File: src/hdl/ebml_element_header_parser_assert.svh
// ----------------------------------------------------------------------------
// EBML element header parser assertion macros
// Concurrent assertion wrappers, empty when the design is synthesized.
// ----------------------------------------------------------------------------
`ifndef EBML_ELEMENT_HEADER_PARSER_ASSERT_SVH
`define EBML_ELEMENT_HEADER_PARSER_ASSERT_SVH

`ifndef SYNTHESIS

// Property that must hold at every clock edge outside reset.
`define EHP_ASSERT_ALWAYS(label, clk, rst_n, prop) \
	label: assert property (@(posedge clk) disable iff (!rst_n) (prop)) \
		else $error("ehp assertion failed");

// Consequence that must hold in the cycle after the antecedent.
`define EHP_ASSERT_NEXT(label, clk, rst_n, ante, cons) \
	label: assert property (@(posedge clk) disable iff (!rst_n) (ante) |=> (cons)) \
		else $error("ehp assertion failed");

`else

`define EHP_ASSERT_ALWAYS(label, clk, rst_n, prop)
`define EHP_ASSERT_NEXT(label, clk, rst_n, ante, cons)

`endif

`endif

File: src/hdl/ehp_pkg.sv
// ----------------------------------------------------------------------------
// EBML element header parser package
// Widths, status codes, the parsed header record and the vint length decoder.
// ----------------------------------------------------------------------------
package ehp_pkg;

	// Width of file offsets.
	localparam int OFS_W  = 48;
	localparam int ID_W   = 64;
	localparam int SIZE_W = 56;
	localparam int LEN_W  = 4;
	// Width of the exact end sum (payload start plus size).
	localparam int END_W  = ((OFS_W + 1 > SIZE_W) ? OFS_W + 1 : SIZE_W) + 1;

	// Stream widths.
	localparam int IN_DATA_W   = 8 + 2 * OFS_W;
	localparam int OUT_DATA_W  = ID_W + LEN_W + SIZE_W + LEN_W + 2 * OFS_W;
	localparam int OUT_USER_W  = 3;

	// Result status codes.
	localparam logic [1:0] ST_OK       = 2'd0;
	localparam logic [1:0] ST_INVALID  = 2'd1;
	localparam logic [1:0] ST_OVERFLOW = 2'd2;

	// A completed header as it leaves the byte parser.
	typedef struct packed {
		logic [ID_W-1:0]   id;
		logic [LEN_W-1:0]  id_len;
		logic [SIZE_W-1:0] size;
		logic [LEN_W-1:0]  size_len;
		logic              ones;
		logic [OFS_W-1:0]  offset;
		logic [OFS_W-1:0]  limit;
		logic              invalid;
	} hdr_t;

	// Vint length from its first byte: position of the leading one, 0 if none.
	function automatic logic [LEN_W-1:0] vint_len(input logic [7:0] b);
		logic [LEN_W-1:0] n;
		n = '0;
		for (int i = 0; i < 8; i++) begin
			if (b[i]) begin
				n = LEN_W'(8 - i);
			end
		end
		return n;
	endfunction

endpackage

File: src/hdl/ehp_byte_parser.sv
// ----------------------------------------------------------------------------
// EBML header byte parser
// Steps the ID and size vint state one byte per transfer and registers each
// completed or rejected header into the first result stage.
// ----------------------------------------------------------------------------
module ehp_byte_parser (
	input  logic              clk,
	input  logic              arst_n,
	input  logic              take,
	input  logic              load,
	input  logic [7:0]        data_byte,
	input  logic              header_first,
	input  logic [ehp_pkg::OFS_W-1:0] start_offset,
	input  logic [ehp_pkg::OFS_W-1:0] container_limit,
	output logic              hdr_v_s1,
	output ehp_pkg::hdr_t     hdr_s1
);
	import ehp_pkg::*;

	localparam logic [1:0] PH_IDLE     = 2'd0;
	localparam logic [1:0] PH_ID       = 2'd1;
	localparam logic [1:0] PH_SZ_FIRST = 2'd2;
	localparam logic [1:0] PH_SZ_REST  = 2'd3;

	logic [1:0]        phase_q, phase_d;
	logic [2:0]        left_q, left_d;
	logic [ID_W-1:0]   id_q, id_d;
	logic [LEN_W-1:0]  id_len_q, id_len_d;
	logic [SIZE_W-1:0] size_q, size_d;
	logic [LEN_W-1:0]  size_len_q, size_len_d;
	logic              ones_q, ones_d;
	logic [OFS_W-1:0]  offset_q, offset_d;
	logic [OFS_W-1:0]  limit_q, limit_d;
	logic [LEN_W-1:0]  blen;
	logic [7:0]        vmask;
	logic              emit;
	hdr_t              ev;

	assign blen  = vint_len(data_byte);
	assign vmask = 8'hFF >> blen;

	// Next parse state and the header record for this byte.
	always_comb begin
		phase_d    = phase_q;
		left_d     = left_q;
		id_d       = id_q;
		id_len_d   = id_len_q;
		size_d     = size_q;
		size_len_d = size_len_q;
		ones_d     = ones_q;
		offset_d   = offset_q;
		limit_d    = limit_q;
		emit       = 1'b0;
		ev         = '0;
		if (header_first) begin
			offset_d = start_offset;
			limit_d  = container_limit;
			if (blen == '0) begin
				phase_d    = PH_IDLE;
				emit       = 1'b1;
				ev.invalid = 1'b1;
			end else begin
				id_d     = ID_W'(data_byte);
				id_len_d = blen;
				left_d   = 3'(blen - LEN_W'(1));
				phase_d  = (blen == LEN_W'(1)) ? PH_SZ_FIRST : PH_ID;
			end
		end else begin
			unique case (phase_q)
				PH_ID: begin
					id_d   = {id_q[ID_W-9:0], data_byte};
					left_d = left_q - 3'd1;
					if (left_q == 3'd1) begin
						phase_d = PH_SZ_FIRST;
					end
				end
				PH_SZ_FIRST: begin
					if (blen == '0) begin
						phase_d    = PH_IDLE;
						emit       = 1'b1;
						ev.id      = id_q;
						ev.id_len  = id_len_q;
						ev.invalid = 1'b1;
					end else begin
						size_len_d = blen;
						size_d     = SIZE_W'(data_byte & vmask);
						ones_d     = ((data_byte & vmask) == vmask);
						left_d     = 3'(blen - LEN_W'(1));
						if (blen == LEN_W'(1)) begin
							phase_d = PH_IDLE;
							emit    = 1'b1;
						end else begin
							phase_d = PH_SZ_REST;
						end
					end
				end
				PH_SZ_REST: begin
					size_d = {size_q[SIZE_W-9:0], data_byte};
					ones_d = ones_q && (data_byte == 8'hFF);
					left_d = left_q - 3'd1;
					if (left_q == 3'd1) begin
						phase_d = PH_IDLE;
						emit    = 1'b1;
					end
				end
				default: begin
					phase_d = PH_IDLE;
				end
			endcase
			// A completed size carries the header gathered so far.
			if (emit && !(phase_q == PH_SZ_FIRST && blen == '0)) begin
				ev.id       = id_d;
				ev.id_len   = id_len_d;
				ev.size     = size_d;
				ev.size_len = size_len_d;
				ev.ones     = ones_d;
				ev.offset   = offset_d;
				ev.limit    = limit_d;
			end
		end
	end

	// Control state.
	always_ff @(posedge clk or negedge arst_n) begin
		if (!arst_n) begin
			phase_q  <= PH_IDLE;
			left_q   <= '0;
			hdr_v_s1 <= 1'b0;
		end else begin
			if (take) begin
				phase_q <= phase_d;
				left_q  <= left_d;
			end
			if (load) begin
				hdr_v_s1 <= take && emit;
			end
		end
	end

	// Accumulators and the first result stage.
	always_ff @(posedge clk) begin
		if (take) begin
			id_q       <= id_d;
			id_len_q   <= id_len_d;
			size_q     <= size_d;
			size_len_q <= size_len_d;
			ones_q     <= ones_d;
			offset_q   <= offset_d;
			limit_q    <= limit_d;
		end
		if (load) begin
			hdr_s1 <= ev;
		end
	end

endmodule

File: src/hdl/ebml_element_header_parser.sv
// ----------------------------------------------------------------------------
// EBML element header parser
// Parses EBML element ID and size vints from a byte stream and reports the
// header with its payload bounds.
// ----------------------------------------------------------------------------
// Usage:
// The slave stream carries one header byte per transfer. tuser marks the
// first byte of a header; that byte also carries the header's file offset
// and the end offset of its container in tdata. A flagged byte always starts
// a new header and drops any partial one; unflagged bytes outside a header
// are ignored.
// The master stream carries one transfer per finished header: ID, vint
// lengths, size, payload start and end in tdata, size_unknown and status in
// tuser. A zero first byte of either vint gives a result right away with
// status invalid.
// A result is offered after the transfer of the byte that ends its header has
// passed the byte parser stage, start-offset sum, end sum and container check.
// Throughput: one byte per cycle while s_tready is high (single-byte vint step).
// The three result stages move as a pipeline; when the receiver stalls they
// fill up and s_tready falls only once the first stage would be overwritten.
// Reset clears the parse state and empties all stages; no result is pending.
// ----------------------------------------------------------------------------
`include "ebml_element_header_parser_assert.svh"

module ebml_element_header_parser (
	input  logic clk,
	input  logic arst_n,
	input  logic s_tvalid,
	output logic s_tready,
	// data_byte [7:0], start_offset [55:8], container_limit [103:56]
	input  logic [ehp_pkg::IN_DATA_W-1:0] s_tdata,
	// header_first
	input  logic s_tuser,
	output logic m_tvalid,
	input  logic m_tready,
	// element_id [63:0], id_bytes [67:64], payload_size [123:68],
	// size_bytes [127:124], payload_start [175:128], element_end [223:176]
	output logic [ehp_pkg::OUT_DATA_W-1:0] m_tdata,
	// size_unknown [0], status [2:1]
	output logic [ehp_pkg::OUT_USER_W-1:0] m_tuser
);
	import ehp_pkg::*;

	logic              en_s1, en_s2, en_out;
	logic              hdr_v_s1;
	hdr_t              hdr_s1;
	logic              v_s2;
	hdr_t              hdr_s2;
	logic [OFS_W:0]    ps_s2;
	logic [END_W-1:0]  end_sum;
	logic [OFS_W-1:0]  end_val;
	logic              big;
	logic [1:0]        st;
	logic [ID_W-1:0]   id_q;
	logic [LEN_W-1:0]  id_len_q;
	logic [SIZE_W-1:0] size_q;
	logic [LEN_W-1:0]  size_len_q;
	logic              unk_q;
	logic [OFS_W-1:0]  ps_q;
	logic [OFS_W-1:0]  end_q;
	logic [1:0]        st_q;

	// Pipeline advance: each stage loads when it is empty or moving on.
	assign en_out   = !m_tvalid || m_tready;
	assign en_s2    = !v_s2 || en_out;
	assign en_s1    = !hdr_v_s1 || en_s2;
	assign s_tready = en_s1;

	ehp_byte_parser u_parser (
		.clk             (clk),
		.arst_n          (arst_n),
		.take            (s_tvalid && s_tready),
		.load            (en_s1),
		.data_byte       (s_tdata[7:0]),
		.header_first    (s_tuser),
		.start_offset    (s_tdata[8 +: OFS_W]),
		.container_limit (s_tdata[8 + OFS_W +: OFS_W]),
		.hdr_v_s1        (hdr_v_s1),
		.hdr_s1          (hdr_s1)
	);

	// Stage two: exact payload start sum.
	always_ff @(posedge clk or negedge arst_n) begin
		if (!arst_n) begin
			v_s2 <= 1'b0;
		end else if (en_s2) begin
			v_s2 <= hdr_v_s1;
		end
	end

	always_ff @(posedge clk) begin
		if (en_s2) begin
			hdr_s2 <= hdr_s1;
			ps_s2  <= (OFS_W + 1)'(hdr_s1.offset) + (OFS_W + 1)'(hdr_s1.id_len)
				+ (OFS_W + 1)'(hdr_s1.size_len);
		end
	end

	// End offset, range checks and status.
	always_comb begin
		end_sum = END_W'(ps_s2) + END_W'(hdr_s2.size);
		end_val = hdr_s2.ones ? hdr_s2.limit : end_sum[OFS_W-1:0];
		big     = ps_s2[OFS_W] || (!hdr_s2.ones && (end_sum[END_W-1:OFS_W] != '0));
		if (hdr_s2.invalid) begin
			st = ST_INVALID;
		end else if (big || (end_val > hdr_s2.limit)) begin
			st = ST_OVERFLOW;
		end else begin
			st = ST_OK;
		end
	end

	// Output register.
	always_ff @(posedge clk or negedge arst_n) begin
		if (!arst_n) begin
			m_tvalid <= 1'b0;
		end else if (en_out) begin
			m_tvalid <= v_s2;
		end
	end

	always_ff @(posedge clk) begin
		if (en_out) begin
			id_q       <= hdr_s2.id;
			id_len_q   <= hdr_s2.id_len;
			size_q     <= hdr_s2.size;
			size_len_q <= hdr_s2.size_len;
			unk_q      <= hdr_s2.ones;
			ps_q       <= hdr_s2.invalid ? '0 : ps_s2[OFS_W-1:0];
			end_q      <= hdr_s2.invalid ? '0 : end_val;
			st_q       <= st;
		end
	end

	assign m_tdata = {end_q, ps_q, size_len_q, size_q, id_len_q, id_q};
	assign m_tuser = {st_q, unk_q};

	// A held first-stage header survives a stall of the stage behind it.
	`EHP_ASSERT_NEXT(a_s1_hold, clk, arst_n, hdr_v_s1 && !en_s2, hdr_v_s1)
	// A good or overflowing header always has both vint lengths.
	`EHP_ASSERT_ALWAYS(a_len_set, clk, arst_n,
		!m_tvalid || st_q == ST_INVALID || (id_len_q != '0 && size_len_q != '0))
	// Rejected headers carry no offsets.
	`EHP_ASSERT_ALWAYS(a_inv_zero, clk, arst_n,
		!m_tvalid || st_q != ST_INVALID || (ps_q == '0 && end_q == '0 && unk_q == 1'b0))
	// An accepted header of known size never ends before its payload starts.
	`EHP_ASSERT_ALWAYS(a_ok_order, clk, arst_n,
		!m_tvalid || st_q != ST_OK || unk_q || end_q >= ps_q)

endmodule
File: config.mk
export PLATFORM = sky130hd
export DESIGN_NAME = ebml_element_header_parser
export DESIGN_NICKNAME = d
export VERILOG_FILES = /design/src/hdl/ehp_pkg.sv /design/src/hdl/ehp_byte_parser.sv /design/src/hdl/ebml_element_header_parser.sv
export VERILOG_INCLUDE_DIRS = /design/src /design/src/hdl
export SDC_FILE = /design/constraint.sdc
export NUM_CORES = 1
export LEC_CHECK = 0
export BUFFER_PORTS_ARGS = -buffer_cell sky130_fd_sc_hd__buf_2
export CORE_MARGIN = 8
export CORE_UTILIZATION = 60
export DETAILED_ROUTE_END_ITERATION = 8
export PLACE_DENSITY = 0.89
export SYNTH_ARGS = -nofsm -noshare
export SYNTH_HDL_FRONTEND = slang
export SYNTH_SLANG_ARGS = --single-unit
export TNS_END_PERCENT = 50
File: constraint.sdc
create_clock -name clk -period 12.9 [get_ports clk]
set_input_delay 3.225 -clock clk [delete_from_list [all_inputs] [get_ports clk]]
set_output_delay 3.225 -clock clk [all_outputs]
set_load 0.03 [all_outputs]
==> results of run 1 <==
stage by stage:
step                utilization (%)  hold WS [ns]  instance area, um^2  total power [W]  cells
CTS                            69.2         0.408                43500          0.00798   3797
global placement               64.5         0.401                40500          0.00531   3631
global route                   69.2         0.419                43500          0.00822   3797
floorplan                         -         0.400                38000          0.00490   2551
finish                         69.2         0.401                43500          0.00795   3801
detailed placement             64.5         0.405                40500          0.00538   3631
state kept, by name, summed over array words and instances, names as in the netlist, 48 cells and up:
signal / count
u_parser.hdr_s1: 226
ps_q: 48
u_parser.id_q: 64
end_q: 48
ps_s2: 49
id_q: 64
hdr_s2: 178
size_q: 56
u_parser.offset_q: 48
u_parser.size_q: 56
u_parser.limit_q: 48
layout by cell type (no fill, tap or decap), types with 58 or more instances in the layout:
cell type,netlist,routed
mux2i_1,63,63
buf_2,10,337
nor2_1,140,138
and2_1,74,73
and3_1,115,115
ha_1,110,108
nand2_1,127,125
o21ai_0,87,87
nor2b_1,93,93
inv_1,101,100
edfxtp_1,905,905
a21oi_1,99,97
xnor2_1,58,58
clkbuf_16,0,90
a22o_1,108,108
logic make-up (layout without fill, tap and decap cells):
| family | after synthesis | in the layout | share of synthesized area, % |
|---|---|---|---|
| AO/OA/AOI/OAI | 456 | 456 | 8.31 |
| XOR/XNOR | 89 | 89 | 2.05 |
| adder cells (fa/ha/maj) | 116 | 116 | 3.93 |
| buffers and inverters | 225 | 625 | 2.46 |
| flip-flops | 913 | 913 | 72.0 |
| multiplexers | 73 | 73 | 1.96 |
| other | 0 | 4 | 0 |
| AND/OR/NAND/NOR | 679 | 679 | 9.34 |
worst max-delay path by stage:
stage / startpoint / end / depth (start not counted)
after detailed placement: m_tready / s_tready / 4
after CTS: m_tready / s_tready / 4
after global routing: m_tready / s_tready / 4
final: m_tready / s_tready / 4
after floorplan: m_tready / u_parser.id_q[0] / 4
after global placement: m_tready / s_tready / 4
power by group:
part           internal [W]  switching [W]  total (W)
clock network       0.00149        0.00112    0.00261
registers           0.00371       0.000206    0.00391
logic              0.000462       0.000969    0.00143
total               0.00566        0.00229    0.00795
routing by layer:
metal | track usage (%) | wire [um] | vias up
met5 | 0 | 20 | -
met4 | 9.97 | 3680 | 2
met3 | 5.33 | 9170 | 211
met2 | 41.8 | 45100 | 1268
met1 | 33.4 | 35600 | 11400
li1 | - | - | 10300
layout make-up:
| class | count | area, um^2 | share of cell area (%) |
|---|---|---|---|
| diodes | 4 | 10.0 | 0.0230 |
| clock buffers | 103 | 2300 | 5.29 |
| repair buffers | 358 | 1860 | 4.27 |
| clock inverters | 63 | 654 | 1.51 |
| inverters | 101 | 387 | 0.889 |
| well taps | 846 | 1060 | 2.43 |
| multi-input cells | 1413 | 9830 | 22.6 |
| flip-flops and latches | 913 | 27400 | 63.0 |
==> out/metrics.cfg, run 1 <==
[outcome]
status = completed

[setup_path]
cp-start-kind = input port
regToRegEndpoint = st_q[1]
crit_arrival_ns = 4.79
slowest_delay_ns = 0.63
crit_type = input port to output pin
cp.required_ns = 9.68
r2r_setup_slack_ns = 6.51
r2r_cells = 18
worst_path_dominant_cell_family = simple AND/OR/NAND/NOR gates
cp_num_buf_inv = 2
critPathCaptureType = output pin
cpMaxStageDelayCell = nor2b_1
worst_path_most_repeated_cell = buf_2
regToRegStartpoint = ps_s2[21]
path_max_fanout = 27
crit_chain = buf_2, nor2b_1, nand3_4, buf_2

[synthesis]
synth_area_leaders = edfxtp_1, ha_1, a22o_1, and3_1, mux2i_1
synth-seq-area-share_pct = 72.0
synth.most_common_cell = edfxtp_1
synthCells = 2551
ys_seq_elements = 913
avgSynthCellArea_um2 = 14.9
yosysTopAreaCell = edfxtp_1
syn-num-nets = 2776
ys.flop_type = edfxtp_1
netlist.area_leader.share_pct = 71.4
ys_top_cells_by_count = edfxtp_1, nor2_1, nand2_1
synth_area_mm2 = 0.0380
synth_warnings = 0
synth_cell_types = 74
synth_edf_count = 905
async_flop_share_pct = 0.876

[detailed_routing]
antenna_left = 0
drt_drc_violations_left = 0
wl_per_cell_um = 24.6
drt-pass1-iter-count = 6
vias_per_cell = 6.10
wl_mm = 93.5
first_iter_violations = 2820
via_count = 23200

[timing]
timing.final.ws_setup_ns = 4.89
tightest_slew_ns = 1.15
fin_crit_sh_pct = 62.1
slew_headroom_pct = 23.6
setup_viol = 0
slew_viol_final = 0
fin_crit_ns = 8.01
hold_viol_final = 0
fmax_ghz = 0.125
finalClockSkew_ns = 0.0255
fin_tns_setup_ns = 0
rsz0062_at_grt = no

[clocking]
cts_tree = yes
path_clk_slew_ns = 0.06
cts_root_buf = clkbuf_16
cts_setup_buffers = 0
insertion_delay_ns = 0.65
clock_sinks = 913
htreeDepth = 3
cts_resized = 0
cts_max_path_buffers = 3
numCtsBuffers = 90
cts_hold_buffers = 0

[hold_path]
worstHoldStart = hdr_s2[177]
worstHoldPathCells = 0
hold_path_class = register to register
holdPathEnd = id_q[15]

[global_routing]
grt-ovfl-total = 0
grt_max_degree = 173
antenna_found_initial = 5
grt_pass1_wl_mm = 138
gr-usage-all-layers_pct = 25.5
first_global_vias = 22900

[die]
die_h_um = 268
start_util_pct = 60.5
ios = 338
fp.coreArea_mm2 = 0.0629
die_x_um = 268
rows = 92
dieArea_mm2 = 0.0717

[cells_and_area]
area_growth_pct = 14.3
fin_nets = 3102
fill_cells = 4094
drive_gt1_share_pct = 18.1

[placement]
io_buffers = 337
place.gp.congestion = 0.981
dp_slack_ns = 4.89
dpl.hpwl_mm = 63.9

[power_and_ir_drop]
p_per_area_mw_per_mm2 = 183
peakVddDrop_mv = 0.141
p_leak_nw = 18.4

[flow_run]
max_cap_viol_count = 0

Power figures use the tool's default switching activity.
==> inputs of run 2 (changes only) <==
--- a/config.mk
+++ b/config.mk
@@ -6,11 +6,12 @@
 export SDC_FILE = /design/constraint.sdc
 export NUM_CORES = 1
 export LEC_CHECK = 0
+export ABC_AREA = 1
 export BUFFER_PORTS_ARGS = -buffer_cell sky130_fd_sc_hd__buf_2
 export CORE_MARGIN = 8
-export CORE_UTILIZATION = 60
+export CORE_UTILIZATION = 54
 export DETAILED_ROUTE_END_ITERATION = 8
-export PLACE_DENSITY = 0.89
+export PLACE_DENSITY = 0.85
 export SYNTH_ARGS = -nofsm -noshare
 export SYNTH_HDL_FRONTEND = slang
 export SYNTH_SLANG_ARGS = --single-unit
==> constraint.sdc (replaced) <==
create_clock -name clk -period 6.7 [get_ports clk]
set_input_delay 1.675 -clock clk [delete_from_list [all_inputs] [get_ports clk]]
set_output_delay 1.675 -clock clk [all_outputs]
set_load 0.03 [all_outputs]
==> out/metrics.cfg, run 2 <==
[outcome]
status = completed

[setup_path]
critPathCaptureType = output pin
path_max_fanout = 58
worst_path_dominant_cell_family = simple AND/OR/NAND/NOR gates
crit_arrival_ns = 3.18
cp_num_buf_inv = 3
r2r_setup_slack_ns = 2.09
startpoint = m_tready
crit_type = input port to output pin
slowest_delay_ns = 0.34
cp-start-kind = input port
cp.required_ns = 5.03
crit_chain = buf_2, clkinvlp_4, nand2_8, nor2_4, nand2_8, buf_2
regToRegStartpoint = ps_s2[9]
cpMaxStageDelayCell = nor2_4

[clocking]
cts_resized = 0
cts_max_path_buffers = 3
clock_sinks = 913
htreeDepth = 3
cts_tree = yes
numCtsBuffers = 92
path_clk_slew_ns = 0.06
cts_root_buf = clkbuf_16
cts_setup_buffers = 0
insertion_delay_ns = 0.65
cts_hold_buffers = 0

[cells_and_area]
design_area_mm2 = 0.0463
seq_area_mm2 = 0.0274
multi_input_area_mm2 = 0.0105
regMostFlops = u_parser.hdr_s1
largest_reg_flops = 226
fill_cells = 5573
fin_nets = 4132
area_growth_pct = 13.7
top_regs = u_parser.hdr_s1: 226 flops, hdr_s2: 178 flops
final_cell_mix = edfxtp_1, inv_1, nand2_1, nor2_1, buf_2
final_common_cell = edfxtp_1
drive_gt1_share_pct = 16.3

[detailed_routing]
vias_per_cell = 5.45
wl_per_cell_um = 21.4
routed.top_layer = met5
dr_wl_met3_mm = 8.51
drt_drc_violations_left = 0
via_count = 27000
wl_met2_mm = 54.0
wl_met1_mm = 39.2
antenna_left = 0
first_iter_violations = 2906
drt-pass1-iter-count = 6
wl_mm = 106

[synthesis]
netlist.area_leader.share_pct = 66.7
async_flop_share_pct = 0.876
synth_area_leaders = edfxtp_1, inv_1, nand2_1, nor2_1, ha_1
synth_area_mm2 = 0.0407
synth_edf_count = 905
syn-num-nets = 3768
ys_seq_elements = 913
synthCells = 3543
ys_top_cells_by_count = edfxtp_1, inv_1, nand2_1
ys.flop_type = edfxtp_1
synth-seq-area-share_pct = 67.2
avgSynthCellArea_um2 = 11.5
synth_cell_types = 58
synth.most_common_cell = edfxtp_1
synth_warnings = 0
yosysTopAreaCell = edfxtp_1

[hold_path]
worstHoldStart = u_parser.hdr_s1[3]
hold_path_class = register to register

[timing]
slew_headroom_pct = 29.2
slew_viol_final = 0
hold_viol_final = 0
hold_slack_ns = 0.406
finalClockSkew_ns = 0.0233
fin_crit_ns = 4.86
fin_crit_sh_pct = 72.5
rsz0062_at_grt = no
setup_viol = 0
tightest_slew_ns = 1.06
fmax_ghz = 0.206

[die]
start_util_pct = 54.6
die_x_um = 291
ios = 338
die_h_um = 291
rows = 100
dieArea_mm2 = 0.0845
fp.coreArea_mm2 = 0.0746

[global_routing]
grt-ovfl-total = 0
gr-usage-all-layers_pct = 24.5
first_global_vias = 27100
antenna_found_initial = 9
grt_max_degree = 104
grt_pass1_wl_mm = 159

[placement]
dpl.hpwl_mm = 76.4
placed_area_mm2 = 0.0434
place.gp.congestion = 0.967
io_buffers = 337

[flow_run]
max_cap_viol_count = 0

[power_and_ir_drop]
peakVddDrop_mv = 0.268
power.total_w = 0.0160
p_leak_nw = 21.1
p_per_area_mw_per_mm2 = 345

## run 2: cell count changes in the layout (fill, tap and decap cells not counted), sizes merged, moves of 62 or more
cell | previous run | this run
and2 | 74 | 4
and3 | 116 | 1
inv | 105 | 659
nor2b | 93 | 0
nand2 | 127 | 615
a22o | 108 | 0
mux2i | 63 | 1
nor2 | 140 | 487
a21oi | 99 | 163
## run 2: path summary, 6_finish.rpt
check / to / depth (start not counted)
setup / recovery: s_tready / 6
hold / removal: hdr_s2[3] / 0
setup reg to reg: st_q[1] / 26
hold reg to reg: hdr_s2[3] / 0
max in group asynchronous: u_parser.phase_q[0] / 1
min in group asynchronous: u_parser.hdr_v_s1 / 1
## run 2: logic make-up (layout without fill, tap and decap cells)
logic type	after synthesis	in the layout	share of synthesized area [%]
adders and majority gates	116	116	3.67
AOI/OAI and AO/OA	403	403	6.67
muxes	1	1	0.0246
DFF	913	913	67.2
buffers and inverters	748	1181	7.28
xor gates and xnor gates	67	67	1.44
other	0	4	0
and+or+nand+nor	1295	1295	13.7
## run 2: per-stage QoR
stage / cells / worst slack [ns] / util [%] / TNS [ns]
floorplan: 3543 / -0.0753 / - / -17.09
detailed placement: 4782 / 1.67 / 58.2 / 0
finish: 4949 / 1.84 / 62.1 / 0
global route: 4946 / 1.74 / 62.1 / 0
CTS: 4945 / 1.83 / 62.1 / 0
global placement: 4782 / 1.80 / 58.2 / 0
## run 2: cell type report
type                            count  share of cell area (%)
Clock buffer                      119                    5.19
Inverter                          655                    5.35
Sequential cell                   913                    59.1
Multi-Input combinational cell   1882                    22.6
Clock inverter                     44                    1.00
Antenna cell                        4                  0.0216
Timing Repair Buffer              363                    4.15
Tap cell                          969                    2.62
## run 2: where the power goes
| group | leakage [nW] | internal [W] | switching (W) |
|---|---|---|---|
| Sequential | 10.5 | 0.00726 | 0.000457 |
| Combinational | 9.25 | 0.000898 | 0.00241 |
| Clock | 1.39 | 0.00281 | 0.00214 |
| Total | 21.1 | 0.0110 | 0.00501 |
## run 2: per-layer routing
metal / track usage [%] / vias to the layer above
li1: - / 12600
met1: 29.1 / 12900
met2: 43.9 / 1229
met3: 4.50 / 239
met4: 9.54 / 6
met5: 0 / -
